**config.mk**
```make
export PLATFORM = sky130hd
export DESIGN_NAME = drive_command_to_servo_pulse_flat
export DESIGN_NICKNAME = d
export VERILOG_FILES = /design/src/sv/dcsp_pkg.sv /design/src/sv/dcsp_req_if.sv /design/src/sv/dcsp_rsp_if.sv /design/src/sv/drive_command_to_servo_pulse.sv /design/src/sv/dcsp_arith.sv /design/src/sv/dcsp_ctrl.sv /design/src/flat_wrapper.sv
export SDC_FILE = /design/constraint.sdc
export NUM_CORES = 1
export LEC_CHECK = 0
export ABC_CLOCK_PERIOD_IN_PS = 8500
export BUFFER_PORTS_ARGS = -buffer_cell sky130_fd_sc_hd__buf_4
export CORE_AREA = 2 2 206 208
export DETAILED_ROUTE_END_ITERATION = 16
export DIE_AREA = 0 0 208 210
export PLACE_DENSITY = 0.78
export SKIP_LAST_GASP = 1
export SLEW_MARGIN = 10
export SYNTH_ARGS = -nofsm -noshare
export SYNTH_HDL_FRONTEND = slang
export SYNTH_SLANG_ARGS = --single-unit
```
**constraint.sdc**
```tcl
create_clock -name clock -period 8.5 [get_ports clock]
set_input_delay 0.425 -clock clock [delete_from_list [all_inputs] [get_ports clock]]
set_output_delay 0.425 -clock clock [all_outputs]
set_load 0.01 [all_outputs]
```
**src/sv/dcsp_pkg.sv**
```systemverilog
`timescale 1ns / 1ps
// Package for the drive command to servo pulse block.
// Holds item codes, register indexes, the configuration struct and the
// command struct for the shared arithmetic unit. No dependencies.
package dcsp_pkg;

   localparam int CSR_INDEX_W = 3;
   localparam int CSR_DATA_W  = 15;
   localparam int PULSE_W     = 12;
   localparam int LIMIT_W     = 15;
   localparam int VALUE_W     = 16;
   localparam int SPAN_W      = 13;
   localparam int PROD_W      = 29;
   localparam int NUM_W       = 30;
   localparam int AGE_W       = 8;
   localparam int DIV_STEPS   = 12;
   localparam int DIV_CNT_W   = 4;

   // Item kinds
   typedef enum logic [1:0] {
      FUNC_DRIVE = 2'd0,
      FUNC_STOP  = 2'd1,
      FUNC_TICK  = 2'd2
   } func_type;

   // Result causes
   typedef enum logic [1:0] {
      CAUSE_MAPPED  = 2'd0,
      CAUSE_STOP    = 2'd1,
      CAUSE_TIMEOUT = 2'd2
   } cause_type;

   // Register indexes
   typedef enum logic [CSR_INDEX_W-1:0] {
      REG_STEER_LIMIT     = 3'd0,
      REG_SPEED_LIMIT     = 3'd1,
      REG_STEER_LEFT_US   = 3'd2,
      REG_STEER_CENTER_US = 3'd3,
      REG_STEER_RIGHT_US  = 3'd4,
      REG_THR_REVERSE_US  = 3'd5,
      REG_THR_NEUTRAL_US  = 3'd6,
      REG_THR_FORWARD_US  = 3'd7
   } reg_index_type;

   // Sequencer states
   typedef enum logic [2:0] {
      ST_IDLE,
      ST_CLAMP,
      ST_MUL0,
      ST_MUL1,
      ST_DIV,
      ST_STORE,
      ST_DONE
   } state_type;

   // Shared unit operations
   typedef enum logic [1:0] {
      ARITH_HOLD,
      ARITH_MUL_LOAD,
      ARITH_MUL_ACC,
      ARITH_DIV_STEP
   } arith_op_type;

   typedef struct packed {
      logic [LIMIT_W-1:0] steer_limit;
      logic [LIMIT_W-1:0] speed_limit;
      logic [PULSE_W-1:0] steer_left_us;
      logic [PULSE_W-1:0] steer_center_us;
      logic [PULSE_W-1:0] steer_right_us;
      logic [PULSE_W-1:0] thr_reverse_us;
      logic [PULSE_W-1:0] thr_neutral_us;
      logic [PULSE_W-1:0] thr_forward_us;
   } cfg_type;

   typedef struct packed {
      arith_op_type              op;
      logic signed [VALUE_W-1:0] mul_a;
      logic signed [SPAN_W-1:0]  mul_b;
      logic [LIMIT_W-1:0]        divisor;
   } arith_cmd_type;

endpackage

```
**src/sv/dcsp_req_if.sv**
```systemverilog
`timescale 1ns / 1ps
// Input channel: valid/ready handshake with the command item payload.
// Depends on dcsp_pkg for field widths.
interface dcsp_req_if;
   logic                                  valid;
   logic                                  ready;
   logic [1:0]                            func;
   logic signed [dcsp_pkg::VALUE_W-1:0]   steer_angle;
   logic signed [dcsp_pkg::VALUE_W-1:0]   speed_req;
   logic                                  stop_level;

   modport source (output valid, func, steer_angle, speed_req, stop_level, input ready);
   modport sink   (input valid, func, steer_angle, speed_req, stop_level, output ready);
endinterface

```
**src/sv/dcsp_rsp_if.sv**
```systemverilog
`timescale 1ns / 1ps
// Result channel: valid/ready handshake with the pulse item payload.
// Depends on dcsp_pkg for field widths.
interface dcsp_rsp_if;
   logic                              valid;
   logic                              ready;
   logic [dcsp_pkg::PULSE_W-1:0]      steer_pulse_us;
   logic [dcsp_pkg::PULSE_W-1:0]      throttle_pulse_us;
   logic [1:0]                        cause;

   modport source (output valid, steer_pulse_us, throttle_pulse_us, cause, input ready);
   modport sink   (input valid, steer_pulse_us, throttle_pulse_us, cause, output ready);
endinterface

```
**src/sv/drive_command_to_servo_pulse.sv**
```systemverilog
`timescale 1ns / 1ps
// Drive command to servo pulse mapper with watchdog (top level).
// Sequence: a stop or timeout result is registered in the cycle after accept; a
// mapped drive command runs the shared multiply/divide unit once per channel
// (clamp, two multiplies, 12 divide steps, store), then loads the result
// register once it frees.
// Throughput: one item at a time; ready returns once the result register frees.
// Reset (synchronous): clears stop latch, command age, result valid; registers reload.
module drive_command_to_servo_pulse #(
   parameter int TIMEOUT_TICKS = 12
) (
   input  logic                              clock,
   input  logic                              reset,
   dcsp_req_if.sink                          req_chan,
   dcsp_rsp_if.source                        rsp_chan,
   input  logic                              csr_we,
   input  logic [dcsp_pkg::CSR_INDEX_W-1:0]  csr_index,
   input  logic [dcsp_pkg::CSR_DATA_W-1:0]   csr_wdata
);
   import dcsp_pkg::*;

   cfg_type             cfg_ff, cfg_in;
   arith_cmd_type       cmd;
   logic [PULSE_W-1:0]  quotient;

   // Decode register writes
   always_comb begin
      cfg_in = cfg_ff;
      if (csr_we) begin
         case (csr_index)
            REG_STEER_LIMIT:     cfg_in.steer_limit     = csr_wdata;
            REG_SPEED_LIMIT:     cfg_in.speed_limit     = csr_wdata;
            REG_STEER_LEFT_US:   cfg_in.steer_left_us   = csr_wdata[PULSE_W-1:0];
            REG_STEER_CENTER_US: cfg_in.steer_center_us = csr_wdata[PULSE_W-1:0];
            REG_STEER_RIGHT_US:  cfg_in.steer_right_us  = csr_wdata[PULSE_W-1:0];
            REG_THR_REVERSE_US:  cfg_in.thr_reverse_us  = csr_wdata[PULSE_W-1:0];
            REG_THR_NEUTRAL_US:  cfg_in.thr_neutral_us  = csr_wdata[PULSE_W-1:0];
            REG_THR_FORWARD_US:  cfg_in.thr_forward_us  = csr_wdata[PULSE_W-1:0];
            default: begin
            end
         endcase
      end
   end

   always_ff @(posedge clock) begin
      if (reset) begin
         cfg_ff.steer_limit     <= LIMIT_W'(1843);
         cfg_ff.speed_limit     <= LIMIT_W'(4096);
         cfg_ff.steer_left_us   <= PULSE_W'(1100);
         cfg_ff.steer_center_us <= PULSE_W'(1500);
         cfg_ff.steer_right_us  <= PULSE_W'(1900);
         cfg_ff.thr_reverse_us  <= PULSE_W'(1300);
         cfg_ff.thr_neutral_us  <= PULSE_W'(1500);
         cfg_ff.thr_forward_us  <= PULSE_W'(1700);
      end else begin
         cfg_ff <= cfg_in;
      end
   end

   dcsp_ctrl #(
      .TIMEOUT_TICKS (TIMEOUT_TICKS)
   ) u_ctrl (
      .clock    (clock),
      .reset    (reset),
      .cfg      (cfg_ff),
      .req_chan (req_chan),
      .rsp_chan (rsp_chan),
      .cmd      (cmd),
      .quotient (quotient)
   );

   dcsp_arith u_arith (
      .clock    (clock),
      .cmd      (cmd),
      .quotient (quotient)
   );

endmodule

```
**src/sv/dcsp_arith.sv**
```systemverilog
`timescale 1ns / 1ps
// Shared arithmetic unit: signed multiply with accumulate, then a restoring
// divider that retires one quotient bit per step. Depends on dcsp_pkg.
module dcsp_arith (
   input  logic                          clock,
   input  dcsp_pkg::arith_cmd_type       cmd,
   output logic [dcsp_pkg::PULSE_W-1:0]  quotient
);
   import dcsp_pkg::*;

   logic signed [PROD_W-1:0]   prod;
   logic signed [PROD_W-1:0]   acc_ff, acc_in;
   logic signed [NUM_W-1:0]    num;
   logic [NUM_W-1:0]           num_pos;
   logic [LIMIT_W-1:0]         rem_ff, rem_in;
   logic [DIV_STEPS-1:0]       low_ff, low_in;
   logic [LIMIT_W:0]           rem_shift;
   logic signed [LIMIT_W+1:0]  diff;

   // Multiply the selected operands
   assign prod = PROD_W'(cmd.mul_a) * PROD_W'(cmd.mul_b);

   // Form the dividend and clip it at zero
   assign num     = NUM_W'(acc_ff) + NUM_W'(prod);
   assign num_pos = num[NUM_W-1] ? '0 : num;

   // Trial subtract for one divide step
   assign rem_shift = {rem_ff, low_ff[DIV_STEPS-1]};
   assign diff      = $signed({1'b0, rem_shift}) - $signed({2'b00, cmd.divisor});

   always_comb begin
      acc_in = acc_ff;
      rem_in = rem_ff;
      low_in = low_ff;
      case (cmd.op)
         ARITH_MUL_LOAD: begin
            acc_in = prod;
         end
         ARITH_MUL_ACC: begin
            rem_in = num_pos[DIV_STEPS +: LIMIT_W];
            low_in = num_pos[DIV_STEPS-1:0];
         end
         ARITH_DIV_STEP: begin
            if (diff[LIMIT_W+1]) begin
               rem_in = rem_shift[LIMIT_W-1:0];
               low_in = {low_ff[DIV_STEPS-2:0], 1'b0};
            end else begin
               rem_in = diff[LIMIT_W-1:0];
               low_in = {low_ff[DIV_STEPS-2:0], 1'b1};
            end
         end
         default: begin
         end
      endcase
   end

   always_ff @(posedge clock) begin
      acc_ff <= acc_in;
      rem_ff <= rem_in;
      low_ff <= low_in;
   end

   assign quotient = low_ff;

endmodule

```
**src/sv/dcsp_ctrl.sv**
```systemverilog
`timescale 1ns / 1ps
// Sequencer: decodes items, keeps the stop latch and command age, drives the
// shared arithmetic unit and holds the result register. Depends on dcsp_pkg.
module dcsp_ctrl #(
   parameter int TIMEOUT_TICKS = 12
) (
   input  logic                          clock,
   input  logic                          reset,
   input  dcsp_pkg::cfg_type             cfg,
   dcsp_req_if.sink                      req_chan,
   dcsp_rsp_if.source                    rsp_chan,
   output dcsp_pkg::arith_cmd_type       cmd,
   input  logic [dcsp_pkg::PULSE_W-1:0]  quotient
);
   import dcsp_pkg::*;

   state_type                  state_ff, state_in;
   logic                       chan_ff, chan_in;
   logic [DIV_CNT_W-1:0]       cnt_ff, cnt_in;
   logic                       stop_ff, stop_in;
   logic [AGE_W-1:0]           age_ff, age_in;
   logic signed [VALUE_W-1:0]  angle_ff, angle_in;
   logic signed [VALUE_W-1:0]  speed_ff, speed_in;
   logic signed [VALUE_W-1:0]  vc_ff, vc_in;
   logic signed [SPAN_W-1:0]   span_ff, span_in;
   logic [PULSE_W-1:0]         steer_ff, steer_in;
   logic [PULSE_W-1:0]         thr_ff, thr_in;
   logic                       rsp_valid_ff, rsp_valid_in;
   logic [PULSE_W-1:0]         rsp_steer_ff, rsp_steer_in;
   logic [PULSE_W-1:0]         rsp_thr_ff, rsp_thr_in;
   logic [1:0]                 rsp_cause_ff, rsp_cause_in;

   logic                       out_free;
   logic                       accept;
   logic                       result_now;
   logic [AGE_W-1:0]           age_next;
   logic [LIMIT_W-1:0]         sel_m;
   logic [PULSE_W-1:0]         sel_lo, sel_mid, sel_hi;
   logic signed [VALUE_W-1:0]  sel_v;
   logic signed [VALUE_W:0]    lim_pos, lim_neg, v_ext;

   assign out_free       = !rsp_valid_ff || rsp_chan.ready;
   assign req_chan.ready = (state_ff == ST_IDLE) && out_free;
   assign accept         = req_chan.valid && req_chan.ready;

   // Saturating age after a tick
   assign age_next = (age_ff == '1) ? age_ff : age_ff + AGE_W'(1);

   // Select the active channel's limit, endpoints and value
   always_comb begin
      if (chan_ff) begin
         sel_m   = cfg.speed_limit;
         sel_lo  = cfg.thr_reverse_us;
         sel_mid = cfg.thr_neutral_us;
         sel_hi  = cfg.thr_forward_us;
         sel_v   = speed_ff;
      end else begin
         sel_m   = cfg.steer_limit;
         sel_lo  = cfg.steer_left_us;
         sel_mid = cfg.steer_center_us;
         sel_hi  = cfg.steer_right_us;
         sel_v   = angle_ff;
      end
   end

   assign lim_pos = $signed({2'b00, sel_m});
   assign lim_neg = -lim_pos;
   assign v_ext   = (VALUE_W+1)'(sel_v);

   // Next state
   always_comb begin
      state_in = state_ff;
      case (state_ff)
         ST_IDLE: begin
            if (accept && req_chan.func == FUNC_DRIVE && !stop_ff) begin
               state_in = ST_CLAMP;
            end
         end
         ST_CLAMP: begin
            if (sel_m != '0) begin
               state_in = ST_MUL0;
            end else if (chan_ff) begin
               state_in = ST_DONE;
            end
         end
         ST_MUL0: state_in = ST_MUL1;
         ST_MUL1: state_in = ST_DIV;
         ST_DIV: begin
            if (cnt_ff == DIV_CNT_W'(DIV_STEPS - 1)) begin
               state_in = ST_STORE;
            end
         end
         ST_STORE: state_in = chan_ff ? ST_DONE : ST_CLAMP;
         ST_DONE: begin
            if (out_free) begin
               state_in = ST_IDLE;
            end
         end
         default: state_in = ST_IDLE;
      endcase
   end

   // Datapath and outputs
   always_comb begin
      chan_in      = chan_ff;
      cnt_in       = cnt_ff;
      stop_in      = stop_ff;
      age_in       = age_ff;
      angle_in     = angle_ff;
      speed_in     = speed_ff;
      vc_in        = vc_ff;
      span_in      = span_ff;
      steer_in     = steer_ff;
      thr_in       = thr_ff;
      rsp_steer_in = rsp_steer_ff;
      rsp_thr_in   = rsp_thr_ff;
      rsp_cause_in = rsp_cause_ff;
      result_now   = 1'b0;
      cmd.op       = ARITH_HOLD;
      cmd.mul_a    = vc_ff;
      cmd.mul_b    = span_ff;
      cmd.divisor  = sel_m;

      case (state_ff)
         ST_IDLE: begin
            if (accept) begin
               angle_in = req_chan.steer_angle;
               speed_in = req_chan.speed_req;
               chan_in  = 1'b0;
               case (req_chan.func)
                  FUNC_DRIVE: begin
                     age_in = '0;
                     if (stop_ff) begin
                        result_now   = 1'b1;
                        rsp_cause_in = CAUSE_STOP;
                     end
                  end
                  FUNC_STOP: begin
                     stop_in = req_chan.stop_level;
                     if (req_chan.stop_level) begin
                        result_now   = 1'b1;
                        rsp_cause_in = CAUSE_STOP;
                     end
                  end
                  FUNC_TICK: begin
                     age_in = age_next;
                     if (age_next > AGE_W'(TIMEOUT_TICKS)) begin
                        result_now   = 1'b1;
                        rsp_cause_in = CAUSE_TIMEOUT;
                     end
                  end
                  default: begin
                  end
               endcase
               if (result_now) begin
                  rsp_steer_in = cfg.steer_center_us;
                  rsp_thr_in   = cfg.thr_neutral_us;
               end
            end
         end
         ST_CLAMP: begin
            // Clamp the value and pick the span on its side of center
            if (v_ext > lim_pos) begin
               vc_in = lim_pos[VALUE_W-1:0];
            end else if (v_ext < lim_neg) begin
               vc_in = lim_neg[VALUE_W-1:0];
            end else begin
               vc_in = sel_v;
            end
            if (sel_v[VALUE_W-1]) begin
               span_in = $signed({1'b0, sel_mid}) - $signed({1'b0, sel_lo});
            end else begin
               span_in = $signed({1'b0, sel_hi}) - $signed({1'b0, sel_mid});
            end
            // Zero limit gives the center width directly
            if (sel_m == '0) begin
               if (chan_ff) begin
                  thr_in = sel_mid;
               end else begin
                  steer_in = sel_mid;
                  chan_in  = 1'b1;
               end
            end
         end
         ST_MUL0: begin
            cmd.op    = ARITH_MUL_LOAD;
            cmd.mul_a = $signed({1'b0, sel_m});
            cmd.mul_b = $signed({1'b0, sel_mid});
         end
         ST_MUL1: begin
            cmd.op = ARITH_MUL_ACC;
            cnt_in = '0;
         end
         ST_DIV: begin
            cmd.op = ARITH_DIV_STEP;
            cnt_in = cnt_ff + DIV_CNT_W'(1);
         end
         ST_STORE: begin
            if (chan_ff) begin
               thr_in = quotient;
            end else begin
               steer_in = quotient;
               chan_in  = 1'b1;
            end
         end
         ST_DONE: begin
            if (out_free) begin
               result_now   = 1'b1;
               rsp_steer_in = steer_ff;
               rsp_thr_in   = thr_ff;
               rsp_cause_in = CAUSE_MAPPED;
            end
         end
         default: begin
         end
      endcase

      // Hold the result until taken
      if (result_now) begin
         rsp_valid_in = 1'b1;
      end else begin
         rsp_valid_in = rsp_valid_ff && !rsp_chan.ready;
      end
   end

   always_ff @(posedge clock) begin
      if (reset) begin
         state_ff     <= ST_IDLE;
         chan_ff      <= 1'b0;
         cnt_ff       <= '0;
         stop_ff      <= 1'b0;
         age_ff       <= '0;
         rsp_valid_ff <= 1'b0;
      end else begin
         state_ff     <= state_in;
         chan_ff      <= chan_in;
         cnt_ff       <= cnt_in;
         stop_ff      <= stop_in;
         age_ff       <= age_in;
         rsp_valid_ff <= rsp_valid_in;
      end
   end

   always_ff @(posedge clock) begin
      angle_ff     <= angle_in;
      speed_ff     <= speed_in;
      vc_ff        <= vc_in;
      span_ff      <= span_in;
      steer_ff     <= steer_in;
      thr_ff       <= thr_in;
      rsp_steer_ff <= rsp_steer_in;
      rsp_thr_ff   <= rsp_thr_in;
      rsp_cause_ff <= rsp_cause_in;
   end

   assign rsp_chan.valid             = rsp_valid_ff;
   assign rsp_chan.steer_pulse_us    = rsp_steer_ff;
   assign rsp_chan.throttle_pulse_us = rsp_thr_ff;
   assign rsp_chan.cause             = rsp_cause_ff;

endmodule
```
**src/flat_wrapper.sv**
```systemverilog
// flat-port wrapper written by rule: the top's interface ports become plain ports
module drive_command_to_servo_pulse_flat import dcsp_pkg::*;
#(
   parameter int TIMEOUT_TICKS = 12
)
  (clock, reset, csr_we, csr_index, csr_wdata, req_chan_valid, req_chan_func, req_chan_steer_angle, req_chan_speed_req, req_chan_stop_level, req_chan_ready, rsp_chan_valid, rsp_chan_steer_pulse_us, rsp_chan_throttle_pulse_us, rsp_chan_cause, rsp_chan_ready);
  dcsp_req_if req_chan_i ();
  dcsp_rsp_if rsp_chan_i ();
  input  logic clock;
  input  logic reset;
  input  logic csr_we;
  input  logic [dcsp_pkg::CSR_INDEX_W-1:0] csr_index;
  input  logic [dcsp_pkg::CSR_DATA_W-1:0] csr_wdata;
  input wire logic [$bits(req_chan_i.valid)-1:0] req_chan_valid;
  input wire logic [$bits(req_chan_i.func)-1:0] req_chan_func;
  input wire logic [$bits(req_chan_i.steer_angle)-1:0] req_chan_steer_angle;
  input wire logic [$bits(req_chan_i.speed_req)-1:0] req_chan_speed_req;
  input wire logic [$bits(req_chan_i.stop_level)-1:0] req_chan_stop_level;
  output wire logic [$bits(req_chan_i.ready)-1:0] req_chan_ready;
  output wire logic [$bits(rsp_chan_i.valid)-1:0] rsp_chan_valid;
  output wire logic [$bits(rsp_chan_i.steer_pulse_us)-1:0] rsp_chan_steer_pulse_us;
  output wire logic [$bits(rsp_chan_i.throttle_pulse_us)-1:0] rsp_chan_throttle_pulse_us;
  output wire logic [$bits(rsp_chan_i.cause)-1:0] rsp_chan_cause;
  input wire logic [$bits(rsp_chan_i.ready)-1:0] rsp_chan_ready;
  assign req_chan_i.valid = req_chan_valid;
  assign req_chan_i.func = req_chan_func;
  assign req_chan_i.steer_angle = req_chan_steer_angle;
  assign req_chan_i.speed_req = req_chan_speed_req;
  assign req_chan_i.stop_level = req_chan_stop_level;
  assign req_chan_ready = req_chan_i.ready;
  assign rsp_chan_valid = rsp_chan_i.valid;
  assign rsp_chan_steer_pulse_us = rsp_chan_i.steer_pulse_us;
  assign rsp_chan_throttle_pulse_us = rsp_chan_i.throttle_pulse_us;
  assign rsp_chan_cause = rsp_chan_i.cause;
  assign rsp_chan_i.ready = rsp_chan_ready;
  drive_command_to_servo_pulse #(.TIMEOUT_TICKS(TIMEOUT_TICKS)) u_core (.clock(clock), .reset(reset), .req_chan(req_chan_i), .rsp_chan(rsp_chan_i), .csr_we(csr_we), .csr_index(csr_index), .csr_wdata(csr_wdata));
endmodule
```
# Yosys cells after proc, flatten, opt, wreduce, memory -nomap -nowiden
# Cells that the tools add are included.
# Widths: inputs -> output; s select.
dict set report word_totals {
  ff_bits 287
  latchBits 0
  ramBits 0
  mem_bits_ro 0
  word_cells 171
  mem_count 0
}
dict set report classes {
  n_addsub 7
  mul 1
  n_div 0
  order_cmp 3
  eq_ne 35
  n_shift 0
  muxes 61
  bitwise 0
  reduce_logical 37
}
# operator n
set op_table {}
lappend op_table {{$mux 12} 15}
lappend op_table {{$pmux 12 s2} 5}
lappend op_table {{$mux 15} 3}
lappend op_table {{$mux 16} 2}
lappend op_table {{$add 29x29->30} 1}
lappend op_table {{$pmux 15 s2} 1}
lappend op_table {{$mul 16x13->29} 1}
lappend op_table {{$mux 29} 1}
lappend op_table {{$mux 27} 1}
lappend op_table {{$sub 12x12->13} 2}
lappend op_table {{$eq 3x3->1 const B} 7}
lappend op_table {{$pmux 3 s7} 1}
lappend op_table {{$mux 3} 6}
lappend op_table {{$reduce_and 2->1} 9}
lappend op_table {{$lt 16x17->1} 1}
lappend op_table {{$neg 15->17} 1}
lappend op_table {{$sub 16x15->17} 1}
lappend op_table {{$gt 16x16->1} 1}
lappend op_table {{$ne 2x2->1 const B} 8}
lappend op_table {{$pmux 8 s2} 1}
lappend op_table {{$reduce_and 4->1} 4}
lappend op_table {{$logic_not 15->1} 1}
lappend op_table {{$reduce_bool 15->1} 1}
lappend op_table {{$mux 13} 1}
lappend op_table {{29 further kinds} 69}

# Longest topological paths before layout
dict set report logic_depth {
  word_depth 10
  depth_mapped 37
}

# Hierarchy
# A second synthesis with hierarchy kept.
dict set report hier_totals {
  cells_unflattened 2487
  area_unflattened_um2 24616.1
}
# module instances cells_each area_each_um2
set modules_own_cells {}
lappend modules_own_cells {dcsp_arith 1 1271 11944.0}
lappend modules_own_cells {dcsp_ctrl 1 845 8693.3}
lappend modules_own_cells {drive_command_to_servo_pulse 1 371 3978.8}

# Least setup slack after synthesis
# OpenSTA, ideal clock, no wires.
dict set report synth_timing {
  path_type {reg-to-reg}
  start {reg u_core.u_ctrl.state_ff[1]}
  end {reg u_core.u_arith.rem_ff[12], data pin}
  setup_time_ns 0.271
  arrival_time_ns 9.076
  path_slack_ns -0.847
  path_stages_with_launch 33
  synth_period_minus_slack_ns 9.347
  path_cell_list {dfxtp_1 > clkbuf_1 > nand2_1 > inv_2 > buf_1 > buf_1 > a21o_1 > nor2_1 > fa_1 > inv_1 > fa_1 > inv_1 > fa_1 > fa_1 > fa_1 > inv_1 > fa_1 > inv_1 > ha_1 > and3_1 > and3_1 > a22oi_1 > a31oi_1 > o31ai_1 > mux2i_1 > a2111oi_1 > ha_1 > and4_1 > a21o_1 > a41o_1 > nand2_1 > clkbuf_1 > o22ai_1}
}
dict set report synth_via {
  elab_chain_len 6
  elab_cells_between_ends 11
  classes_between {1 x add/sub; 1 x mul; 5 x eq/ne; 4 x mux}
}
# item line_no
set synth_lines {}
lappend synth_lines {{start, declared} dcsp_ctrl.sv:17} ;# state_type state_ff, state_in;
lappend synth_lines {{start signal, assigned} dcsp_ctrl.sv:235} ;# state_ff <= state_in;
lappend synth_lines {{$eq 3x2->1} dcsp_ctrl.sv:124} ;# case (state_ff)
lappend synth_lines {{$mux 29} dcsp_ctrl.sv:124}
lappend synth_lines {{$mul 16x13->29} dcsp_arith.sv:21} ;# assign prod = PROD_W'(cmd.mul_a) * PROD_W'(cmd.mul_b);
lappend synth_lines {{via u_core.u_arith.prod[28]} dcsp_arith.sv:11} ;# logic signed [PROD_W-1:0] prod;
lappend synth_lines {{$add 29x29->30} dcsp_arith.sv:24} ;# assign num = NUM_W'(acc_ff) + NUM_W'(prod);
lappend synth_lines {{$mux 27} dcsp_arith.sv:25} ;# assign num_pos = num[NUM_W-1] ? '0 : num;
lappend synth_lines {{$pmux 15 s2} dcsp_arith.sv:35} ;# case (cmd.op)
lappend synth_lines {{via u_core.u_arith.rem_in[12]} dcsp_arith.sv:15} ;# logic [LIMIT_W-1:0] rem_ff, rem_in;
lappend synth_lines {{end signal, assigned} dcsp_arith.sv:59} ;# rem_ff <= rem_in;
lappend synth_lines {{end, declared} dcsp_arith.sv:15}
# The timed path passes the listed nets, and every way through them passes these cells.
# A chain may end at the register's enable or synchronous reset.

# Final worst setup path
dict set report layout_timing {
  start {reg u_core.u_ctrl.chan_ff}
  end {reg u_core.u_arith.rem_ff[8], data pin}
}
dict set report layout_via {
  elab_chain_len 6
  elab_cells_between_ends 9
  classes_between {2 x add/sub; 1 x mul; 6 x mux}
}
# item line_no
set layout_lines {}
lappend layout_lines {{start, declared} dcsp_ctrl.sv:18} ;# logic chan_ff, chan_in;
lappend layout_lines {{start signal, assigned} dcsp_ctrl.sv:236} ;# chan_ff <= chan_in;
lappend layout_lines {{$mux 15 / $mux 12 (equally long branches)} dcsp_ctrl.sv:51} ;# if (chan_ff) begin
lappend layout_lines {{$mux 29 *} dcsp_ctrl.sv:124}
lappend layout_lines {{$mul 16x13->29 *} dcsp_arith.sv:21}
lappend layout_lines {{via u_core.u_arith.prod[12]} dcsp_arith.sv:11}
lappend layout_lines {{$add 29x29->30 *} dcsp_arith.sv:24}
lappend layout_lines {{$mux 27 *} dcsp_arith.sv:25}
lappend layout_lines {{$pmux 15 s2 *} dcsp_arith.sv:35}
lappend layout_lines {{via u_core.u_arith.rem_in[8]} dcsp_arith.sv:15}
# The timed path passes the listed nets; every way through them passes the cells marked *.

==> key figures <==
Worst setup path
  – Critical path's slowest cell: fa_1
  – CP startpoint kind: flip-flop
  – Critical path endpoint category: flip-flop
  – Critical path class: reg2reg
  – Slowest stage delay, CP: 540 ps
  – CP arrival: 8640 ps
  – CP Max Fanout: 12
  – Critical Path RT: 8790 ps
  – Reg2Reg Depth: 35

Drt
  – Max Used Layer: met4
  – Total wire length: 69000 µm
  – Remaining DRCs: 0
  – DRT Pass-1 Iters: 5
  – Routed wire per std cell: 21.2 µm
  – DRT iter0 DRCs: 1817
  – M1 WL: 29100 µm
  – Met2 wire length: 31800 µm
  – Metal3 WL: 5780 µm
  – Routed Antenna Nets: 0
  – DR vias/cell: 5.93
  – Total number of vias: 19300

Finish
  – Fraction of layout cells with a size suffix above 1: 0.164
  – Area delta synth->final: 15.5%
  – Layout fillers: 3238
  – Sequential Area: 7420 µm²
  – Ant diodes: 0
  – Multi-input gate area: 15300 µm²
  – Final nets: 3124

GRT
  – Total global routing overflow: 0
  – Vias in the first global route: 19100
  – Pin count of the biggest net entering global routing: 122
  – Antenna violations before repair: 1
  – First-pass GRT wire length: 107000 µm
  – Tot GR Track Use: 0.316

Yosys
  – Seq/Total Area, Yosys: 0.312
  – Count leader, synth: nand2_1
  – Top cell type's share of synthesized area: 0.211
  – EDFF count, synth: 167
  – Yosys warning count: 0
  – Ys async rst share: 0
  – Prevailing post-synth register cell: edfxtp_1
  – Top cells by area, synth: edfxtp_1 21%, fa_1 17%, dfxtp_1 10%
  – Yosys reg bits: 287
  – Synth area leader: edfxtp_1
  – Nets in the synthesized netlist: 2938
  – Synth Instances: 2502
  – Syn Area/Cell: 9.50 µm²
  – Synth cell count leaders: 341 x nand2_1, 256 x nor2_1, 242 x inv_1, 199 x fa_1, 179 x ha_1
  – Cell Area, Synth: 23800 µm²
  – Distinct cells, synth: 84

Clocking
  – Root Buffer Master: clkbuf_16
  – TritonCTS Buffers: 31
  – H-tree levels: 1
  – Clock Tree Buf Depth: 3
  – CTS clk-pin slew, worst paths: 70 ps
  – Clk_lat worst skew: 590 ps
  – Clk sinks: 287
  – CTS tree: yes

Floorplanning
  – CORE AREA: 41500 µm²
  – Initial Util: 0.573
  – Die ar.: 43700 µm²
  – # rows: 75
  – I/O Pins: 86
  – Die Y: 210 µm
  – Die width: 208 µm

Timing
  – Minimum clock period: 8350 ps
  – Setup_tns: 0 ps
  – Setup Viol. Count Final: 0
  – Worst slew pin tran: 1240 ps
  – Fmax: 0.120 GHz
  – Count of pins over their slew limit: 0
  – Clock Skew: 21.9 ps
  – Slew margin rel.: 0.173
  – Fin. Hold Viols: 0
  – Final period util: 0.982
  – Final WS setup: 151 ps

Place
  – Gpl congestion: 0.981
  – Pre-CTS setup slack: -433 ps
  – # port buffers: 85
  – Dpl hpwl: 53600 µm

Hold path
  – Hold path cells: 1
  – Worst hold path type: in2reg

Status
  – Status: finished clean

Flow run
  – Max-cap violations: 0
[cells in the final DEF, fill, tap and decap left out, types with 71 or more instances in the layout]
| cell | instances |
|---|---|
| a21oi_1 | 160 |
| buf_4 | 229 |
| dfxtp_1 | 119 |
| edfxtp_1 | 167 |
| fa_1 | 195 |
| ha_1 | 177 |
| inv_1 | 240 |
| mux2i_1 | 71 |
| nand2_1 | 339 |
| nor2_1 | 255 |
[logic make-up after synthesis]
logic type,synth area share
xor+xnor,0.0324
mux,0.0641
fa+ha+maj,0.262
simple gates,0.154
flops,0.312
compound gates,0.119
buf+inv,0.0569
[per-stage QoR]
step / hold slack, ps / std cells / instance area (µm²) / utilization
after floorplan: 433 / 2502 / 23800 / -
after global placement: 440 / 3163 / 25800 / 0.623
after detailed placement: 449 / 3163 / 25800 / 0.623
after CTS: 0.689 / 3236 / 27100 / 0.654
after global routing: 3.12 / 3252 / 27500 / 0.662
final: 24.7 / 3252 / 27500 / 0.662
[state kept, by name, indices dropped and copies added, names as in the netlist]
signal                                    cells
u_core.u_ctrl.stop_ff                         1
u_core.u_ctrl.speed_ff                       16
u_core.u_ctrl.rsp_chan.valid                  1
u_core.u_ctrl.steer_ff                       12
u_core.u_arith.acc_ff                        29
u_core.u_ctrl.span_ff                        13
u_core.u_ctrl.rsp_chan.throttle_pulse_us     12
u_core.u_arith.quotient                      12
u_core.u_ctrl.angle_ff                       16
u_core.u_ctrl.chan_ff                         1
u_core.u_ctrl.rsp_chan.steer_pulse_us        12
u_core.u_ctrl.cnt_ff                          4
u_core.u_ctrl.state_ff                        3
u_core.u_ctrl.rsp_chan.cause                  2
u_core.u_ctrl.vc_ff                          16
u_core.u_arith.rem_ff                        15
u_core.cfg_ff                               102
u_core.u_ctrl.thr_ff                         12
u_core.u_ctrl.age_ff                          8
[what timing repair did]
item                                    4_1_cts  5_1_grt
hold buffers                                 13        0
setup buffers                                 2       15
endpoints found under the setup margin       27       27
gates resized for setup                      11       47
pin swaps                                     1       28
endpoints found under the hold margin        13        0
cloned                                        0        1
[layer usage]
layer | track usage | vias up
met5 | 0 | -
met4 | 0.101 | 0
met3 | 0.0521 | 140
met2 | 0.512 | 801
met1 | 0.436 | 9467
li1 | - | 8864
[critical path: cells and delay by family (launching register included)]
kind                       cells  cell delay, ps
adders and majority gates      8            3460
AOI/OAI and AO/OA             10            1850
buffers and inverters         11            1420
xor gates and xnor gates       2             510
DFF                            1             410
and+or+nand+nor                3             200
muxes                          1             190
[worst paths after layout]
| path | start | endpoint | slack, ps |
|---|---|---|---|
| worst max-delay path | u_core.u_ctrl.chan_ff$_SDFFE_PP0P_ | u_core.u_arith.rem_ff[8]$_DFFE_PP_ | 150 |
| worst min-delay path | req_chan_speed_req[1] | u_core.u_ctrl.speed_ff[1]$_DFFE_PP_ | 20 |
| worst max register to register | u_core.u_ctrl.chan_ff$_SDFFE_PP0P_ | u_core.u_arith.rem_ff[8]$_DFFE_PP_ | 150 |
| worst min register to register | u_core.cfg_ff[31]$_SDFFE_PP0P_ | u_core.cfg_ff[31]$_SDFFE_PP0P_ | 460 |
[area by class of cell]
class | instances | area share
Timing Repair Buffer | 254 | 0.0751
Multi-Input combinational cell | 1869 | 0.557
Sequential cell | 287 | 0.270
Tap cell | 539 | 0.0246
Clock inverter | 16 | 0.00743
Inverter | 245 | 0.0337
Clock buffer | 42 | 0.0323
Power is not shown: default switching activity piles up to over one toggle a cycle in this logic, so the estimate is an artifact.
